[config.mk]
export PLATFORM = sky130hd
export DESIGN_NAME = x86_16_format_field_decoder_unit
export DESIGN_NICKNAME = d
export VERILOG_FILES = /design/src/rtl/xfd_pkg.sv /design/src/rtl/xfd_decode.sv /design/src/rtl/x86_16_format_field_decoder_unit.sv
export SDC_FILE = /design/constraint.sdc
export NUM_CORES = 1
export LEC_CHECK = 0
export BUFFER_PORTS_ARGS = -buffer_cell sky130_fd_sc_hd__clkbuf_2
export CORE_MARGIN = 2
export CORE_UTILIZATION = 35
export CTS_CLUSTER_DIAMETER = 50
export DETAILED_ROUTE_END_ITERATION = 8
export SLEW_MARGIN = 15
export SYNTH_ARGS = -nofsm -noshare
export SYNTH_HDL_FRONTEND = slang
export SYNTH_SLANG_ARGS = --single-unit
[constraint.sdc]
create_clock -name clk -period 3.18 [get_ports clk]
set_input_delay 0.159 -clock clk [delete_from_list [all_inputs] [get_ports clk]]
set_output_delay 0.159 -clock clk [all_outputs]
set_load 0.1 [all_outputs]
[src/rtl/xfd_pkg.sv]
package xfd_pkg;

  // Instruction layouts, in the order the decoder numbers them
  typedef enum logic [3:0] {
    FMT_MODRM_DW   = 4'd0,
    FMT_MODRM      = 4'd1,
    FMT_REG_IMM    = 4'd2,
    FMT_MODRM_SIMM = 4'd3,
    FMT_SHORT_DISP = 4'd4,
    FMT_MODRM_WDSP = 4'd5,
    FMT_MODRM_IMM  = 4'd6,
    FMT_REG_A      = 4'd7,
    FMT_WORD_DISP  = 4'd8,
    FMT_REG_B      = 4'd9,
    FMT_MODRM_V    = 4'd10,
    FMT_MODRM_SEG  = 4'd11,
    FMT_PORT       = 4'd12,
    FMT_ACC_IMM    = 4'd13,
    FMT_W_ONLY     = 4'd14,
    FMT_REG_DISP   = 4'd15
  } fmt_t;

  localparam logic [1:0] MOD_MEM_NODISP = 2'd0;
  localparam logic [1:0] MOD_MEM_DISP8  = 2'd1;
  localparam logic [1:0] MOD_MEM_DISP16 = 2'd2;
  localparam logic [1:0] MOD_REG        = 2'd3;
  localparam logic [2:0] RM_DIRECT      = 3'd6;

  localparam int unsigned IN_DATA_W  = 48;
  localparam int unsigned IN_USER_W  = 4;
  localparam int unsigned RES_W      = 53;
  localparam int unsigned OUT_DATA_W = 56;

  // First member sits in the highest bits; length lands at bit 0
  typedef struct packed {
    logic [7:0]         port_number;
    logic [15:0]        immediate;
    logic signed [15:0] displacement;
    logic [2:0]         rm_field;
    logic [2:0]         reg_field;
    logic [1:0]         mode_field;
    logic               width_bit;
    logic               dir_sign_bit;
    logic [2:0]         length;
  } dec_res_t;

endpackage

[src/rtl/xfd_decode.sv]
module xfd_decode (
  input  xfd_pkg::fmt_t     fmt,
  input  logic [47:0]       bytes,
  output xfd_pkg::dec_res_t res
);

  logic [7:0] b0, b1, b2, b3, b4, b5;
  logic [1:0] modv;
  logic [2:0] rmv;
  logic [2:0] dlen;
  logic signed [15:0] sdisp;
  logic [7:0] imm_lo, imm_hi;
  logic wordimm;

  assign b0 = bytes[7:0];
  assign b1 = bytes[15:8];
  assign b2 = bytes[23:16];
  assign b3 = bytes[31:24];
  assign b4 = bytes[39:32];
  assign b5 = bytes[47:40];
  assign modv = b1[7:6];
  assign rmv  = b1[2:0];

  // Standard ModRM displacement: byte count and value
  always_comb begin
    dlen  = 3'd0;
    sdisp = '0;
    unique case (modv)
      xfd_pkg::MOD_MEM_NODISP: begin
        if (rmv == xfd_pkg::RM_DIRECT) begin
          dlen  = 3'd2;
          sdisp = {b3, b2};
        end
      end
      xfd_pkg::MOD_MEM_DISP8: begin
        dlen  = 3'd1;
        sdisp = {{8{b2[7]}}, b2};
      end
      xfd_pkg::MOD_MEM_DISP16: begin
        dlen  = 3'd2;
        sdisp = {b3, b2};
      end
      default: begin
        dlen  = 3'd0;
        sdisp = '0;
      end
    endcase
  end

  // Immediate follows the displacement
  always_comb begin
    case (dlen)
      3'd1: begin
        imm_lo = b3;
        imm_hi = b4;
      end
      3'd2: begin
        imm_lo = b4;
        imm_hi = b5;
      end
      default: begin
        imm_lo = b2;
        imm_hi = b3;
      end
    endcase
  end

  always_comb begin
    res     = '0;
    wordimm = 1'b0;
    res.length = 3'd1;
    unique case (fmt)
      xfd_pkg::FMT_MODRM_DW, xfd_pkg::FMT_MODRM, xfd_pkg::FMT_MODRM_SEG: begin
        if (fmt == xfd_pkg::FMT_MODRM_DW) begin
          res.dir_sign_bit = b0[1];
          res.width_bit    = b0[0];
        end
        res.mode_field   = modv;
        res.rm_field     = rmv;
        res.reg_field    = (fmt == xfd_pkg::FMT_MODRM_SEG) ? {1'b0, b0[4:3]} : b1[5:3];
        res.displacement = sdisp;
        res.length       = 3'd2 + dlen;
      end
      xfd_pkg::FMT_REG_IMM: begin
        res.width_bit = b0[3];
        res.reg_field = b0[2:0];
        res.immediate = b0[3] ? {b2, b1} : {8'd0, b1};
        res.length    = b0[3] ? 3'd3 : 3'd2;
      end
      xfd_pkg::FMT_MODRM_SIMM, xfd_pkg::FMT_MODRM_IMM: begin
        res.width_bit    = b0[0];
        res.mode_field   = modv;
        res.rm_field     = rmv;
        res.displacement = sdisp;
        if (fmt == xfd_pkg::FMT_MODRM_SIMM) begin
          res.dir_sign_bit = b0[1];
          res.reg_field    = b1[5:3];
          wordimm          = !b0[1] && b0[0];
        end else begin
          wordimm = b0[0];
        end
        res.immediate = wordimm ? {imm_hi, imm_lo} : {8'd0, imm_lo};
        res.length    = 3'd2 + dlen + (wordimm ? 3'd2 : 3'd1);
      end
      xfd_pkg::FMT_SHORT_DISP: begin
        res.length       = 3'd2;
        res.displacement = {{8{b1[7]}}, b1};
      end
      xfd_pkg::FMT_MODRM_WDSP: begin
        res.width_bit  = b0[0];
        res.mode_field = modv;
        res.rm_field   = rmv;
        if (modv == xfd_pkg::MOD_MEM_NODISP) begin
          res.displacement = b0[0] ? {b3, b2} : {{8{b2[7]}}, b2};
          res.length       = b0[0] ? 3'd4 : 3'd3;
        end else if (modv == xfd_pkg::MOD_MEM_DISP8) begin
          res.displacement = {{8{b2[7]}}, b2};
          res.length       = 3'd3;
        end else begin
          res.length = 3'd2;
        end
      end
      xfd_pkg::FMT_REG_A, xfd_pkg::FMT_REG_B: begin
        res.length    = 3'd1;
        res.reg_field = b0[2:0];
      end
      xfd_pkg::FMT_WORD_DISP: begin
        res.length       = 3'd3;
        res.displacement = {b2, b1};
      end
      xfd_pkg::FMT_MODRM_V: begin
        res.length       = 3'd2;
        res.dir_sign_bit = b0[1];
        res.width_bit    = b0[0];
        res.mode_field   = modv;
        res.reg_field    = b1[5:3];
        res.rm_field     = rmv;
      end
      xfd_pkg::FMT_PORT: begin
        res.length      = 3'd2;
        res.width_bit   = b0[0];
        res.port_number = b1;
      end
      xfd_pkg::FMT_ACC_IMM: begin
        res.width_bit = b0[0];
        res.immediate = b0[0] ? {b2, b1} : {8'd0, b1};
        res.length    = b0[0] ? 3'd3 : 3'd2;
      end
      xfd_pkg::FMT_W_ONLY: begin
        res.length    = 3'd1;
        res.width_bit = b0[0];
      end
      default: begin
        // register plus displacement layout
        res.width_bit    = b0[0];
        res.mode_field   = modv;
        res.reg_field    = b1[5:3];
        res.rm_field     = rmv;
        res.displacement = b0[0] ? {b3, b2} : {{8{b2[7]}}, b2};
        res.length       = b0[0] ? 3'd4 : 3'd3;
      end
    endcase
  end

endmodule

[src/rtl/x86_16_format_field_decoder_unit.sv]
// Decodes the fields of one 16-bit x86 instruction per transaction. The format
// number comes in on s_axis_tuser and the first six instruction bytes on
// s_axis_tdata; the length, mode bits, ModRM fields, displacement, immediate and
// port come out packed on m_axis_tdata. The block can take one transaction every
// cycle; each result passes through one input register, the field decode and
// one output register. Both stages hold under back-pressure, so the sustained
// rate is one instruction per cycle whenever the downstream side is ready.
module x86_16_format_field_decoder_unit (
  input  logic        clk,
  input  logic        rst,
  input  logic        s_axis_tvalid,
  output logic        s_axis_tready,
  input  logic [47:0] s_axis_tdata,  // byte0, byte1, byte2, byte3, byte4, byte5
  input  logic [3:0]  s_axis_tuser,  // req_type
  output logic        m_axis_tvalid,
  input  logic        m_axis_tready,
  // length, dir_sign_bit, width_bit, mode_field, reg_field, rm_field,
  // displacement, immediate, port_number, 3 zero pad bits
  output logic [55:0] m_axis_tdata
);

  logic                  in_valid;
  xfd_pkg::fmt_t         in_type;
  logic [47:0]           in_bytes;
  logic                  out_valid;
  xfd_pkg::dec_res_t     out_res;
  xfd_pkg::dec_res_t     dec_res;
  logic                  advance;

  assign advance       = !out_valid || m_axis_tready;
  assign s_axis_tready = !in_valid || advance;

  xfd_decode u_decode (
    .fmt   (in_type),
    .bytes (in_bytes),
    .res   (dec_res)
  );

  always_ff @(posedge clk) begin
    if (rst) begin
      in_valid  <= 1'b0;
      out_valid <= 1'b0;
    end else begin
      if (s_axis_tready) in_valid <= s_axis_tvalid;
      if (advance) out_valid <= in_valid;
    end
  end

  always_ff @(posedge clk) begin
    if (s_axis_tready && s_axis_tvalid) begin
      in_type  <= xfd_pkg::fmt_t'(s_axis_tuser);
      in_bytes <= s_axis_tdata;
    end
    if (advance && in_valid) out_res <= dec_res;
  end

  assign m_axis_tvalid = out_valid;
  assign m_axis_tdata  = {3'b000, out_res};

endmodule

==> impl_results.md <==
- Initial antenna violation count: 0
- Final period utilization: 85.3%
- Vias in the first global route: 3,870
- Clock network fraction of total power: 31.7%
- Post-DP HPWL: 9520 um
- Worst vdd ir: 312 uV
- Row Count: 43
- Placed Cells: 696
- Diode count: 0
- First-pass DRT Iterations: 5
- Crit path DAT: 2.81 ns
- Area contributors post-synth: edfxtp_1 (60%), nand2_1 (3.6%), o21ai_0 (2.8%)
- Relative slew slack: 41.2%
- Finished Cell Area: 0.00655 mm2
- Multi-input logic area: 0.00178 mm2
- RSZ-0062 raised after global routing: no
- Slew Viols, Final: 0
- Worst Setup Slack, final: 0.467 ns
- Post-Synthesis Cells: 423
- 1st-iter DRT viols: 362
- Pwr per Cell Area: 526 mW/mm2
- Status: finished, final reports clean
- WHS: 0.0282 ns
- Global Route met2 Usage: 28.0%
- Placed Area: 0.00576 mm2
- Minimum clock period after layout: 2.71 ns
- H-tree lvl count: 3
- Critical Path End Type: register
- Fillers: 1,283
- Leading cell type in the layout, fill and taps excluded: clkbuf_2
- Die area: 0.0154 mm2
- Crit path max fanout: 22
- Worst path required time: 3.27 ns
- NumNets Final: 635
- DR vias/cell: 5.23
- First-pass GRT wire length: 21,000 um
- Post-route setup TNS: 0 ns
- Synth top area share: 60.5%
- Part of the power in registers: 48.1%
- Synth Register Bits: 104
- Clock slew at reported path FFs: 0.07 ns
- Clock root cell: clkbuf_16
- Share of layout cells above drive strength 1: 26.3%
- Fin cells: 762
- Die Y: 124 um
- Yosys warning count: 0
- FF+latch area: 0.00310 mm2
- Startpoint class of the critical path: register
- GRT met3 Usage: 4.12%
- Final wirelength: 13,700 um
- Mapped Area: 0.00506 mm2
- Cts bufs inserted: 9
- CP Class: register to register
- TritonCTS clock tree: yes
- Final Setup Violations: 0
- Area Overhead vs Synth: 29.4%
- DRC viols: 0
- Leak pwr: 2.51 nW
- Internal: 2.40 mW
- Antenna viol nets, final: 0
- M1 GR Usage: 23.3%
- GR Overflow Total: 0
- Switching Share: 30.3%
- Slew @ Worst Pin: 0.876 ns
- Final GP Congestion: 0.851
- Hold crit path type: input pin to register
- WL per Instance: 18.0 um
- Synth cell types: 65
- Final Hold Viols: 0
- Die X-Extent: 124 um
- Post-synth ARST share: 0%
- Commonest cells after routing, fill and taps aside: clkbuf_2 (107), edfxtp_1 (102), dlygate4sd3_1 (50), nand2_1 (48), o21ai_0 (28)
- Highest clock rate: 0.369 GHz
- EDFF count, synth: 102
- Post-synth top flop: edfxtp_1
- Clk buf depth: 2
- Core Box Area: 0.0140 mm2
- Post-synthesis sequential area ratio: 61.3%
- Initial Util: 36.2%
- Via count: 3,989
- Clock skew: 0.0111 ns
- I/O Buffers: 107
- GRT Overall Usage: 17.3%
- Largest net degree at the start of global routing: 37
- Max-cap viol count: 0
- Post-cts resize count: 0
- Post-synth top area cell: edfxtp_1
- Global route hottest layer: met2
- Boundary Pins: 114
- Mean Syn Cell Area: 12.0 um2
- Gate power share: 20.2%
- Post-Place Worst Slack: 0.490 ns
- P_sw: 1.04 mW
- Later-pin clock latency in the skew report: 0.35 ns
- Sink Count: 104
cell usage after synthesis, types with 2 or more instances:
cell / n
nor2_4: 3
a211oi_1: 6
mux2_2: 3
o22a_1: 2
nor3_1: 5
buf_6: 3
o31ai_1: 4
a21oi_1: 19
inv_1: 6
nand2b_1: 6
nor2b_1: 11
buf_4: 6
o211ai_1: 2
nand2_1: 48
a222oi_1: 4
buf_2: 14
nor4b_1: 2
xnor2_1: 2
o21ai_0: 28
or2_1: 2
a32oi_1: 2
a22oi_1: 5
inv_2: 3
mux2i_1: 7
o21ai_1: 12
nand3_1: 6
or2b_1: 2
a31oi_1: 3
o221ai_1: 13
a22o_1: 8
edfxtp_1: 102
nor2_1: 26
o22ai_1: 4
clkbuf_1: 3
dfxtp_1: 2
and2_1: 20
flip-flops by register name, indices dropped and copies added (netlist names):
signal	flops
m_axis_tvalid	1
m_axis_tdata	53
in_type	4
in_bytes	45
in_valid	1
logic make-up (layout without fill, tap and decap cells):
kind of cell / after synthesis / in the layout / share of synthesized area, %
xor gates and xnor gates: 3 / 3 / 0.519
and+or+nand+nor: 141 / 141 / 14.2
AOI/OAI and AO/OA: 125 / 125 / 17.1
DFF: 104 / 104 / 61.3
other: 1 / 3 / 0.0741
muxes: 11 / 11 / 2.27
adders and majority gates: 2 / 2 / 0.642
buffers and inverters: 36 / 193 / 3.90
routing by layer:
layer / wire length, um / up-vias
li1: - / 1903
met1: 6240 / 1907
met2: 6460 / 163
met3: 804 / 16
met4: 182 / 0
met5: 0 / -
power by group through the flow:
stage	clock network (mW)	registers (mW)	logic (mW)
floorplan	0	1.95	0.237
global placement	0	1.68	0.639
detailed placement	0	1.68	0.646
CTS	1.12	1.66	0.695
global route	1.17	1.66	0.734
finish	1.09	1.65	0.697
final cells by class:
class	instances	area share [%]
clock inverter	4	0.840
tap	180	3.44
clock buffer	12	3.61
inverter	9	0.516
multi-input combinational	285	27.2
timing repair buffer	168	17.1
sequential	104	47.4
path summary, 6_finish.rpt:
check | startpoint | to | slack [ns] | depth (start not counted)
hold / removal | s_axis_tvalid | in_valid$_SDFFE_PP0N_ | 0.03 | 3
setup / recovery | in_bytes[8]$_DFFE_PP_ | m_axis_tdata[2]$_DFFE_PP_ | 0.47 | 9
setup reg to reg | in_bytes[8]$_DFFE_PP_ | m_axis_tdata[2]$_DFFE_PP_ | 0.47 | 9
hold reg to reg | in_valid$_SDFFE_PP0N_ | m_axis_tvalid$_SDFFE_PP0P_ | 0.53 | 2
per-stage QoR:
stage | utilization, % | power, mW
after floorplan | - | 2.18
after global placement | 41.2 | 2.32
after detailed placement | 41.2 | 2.33
after CTS | 46.8 | 3.47
after global routing | 46.8 | 3.57
final | 46.8 | 3.44
timing repair:
item | in CTS | in global routing
endpoints found under the setup margin | 0 | 0
hold endpoints to repair | 51 | 0
buffers inserted | 0 | 0
hold buffers | 50 | 0
critical path: stages (launching register included):
cell	delay [ns]
edfxtp_1	0.45
and3b_2	0.37
nor2_4	0.08
nor2_4	0.14
inv_2	0.20
fa_1	0.51
nor4b_1	0.17
mux2_1	0.31
a31oi_1	0.15
o21ai_1	0.08
(Power assumes the default switching activity.)
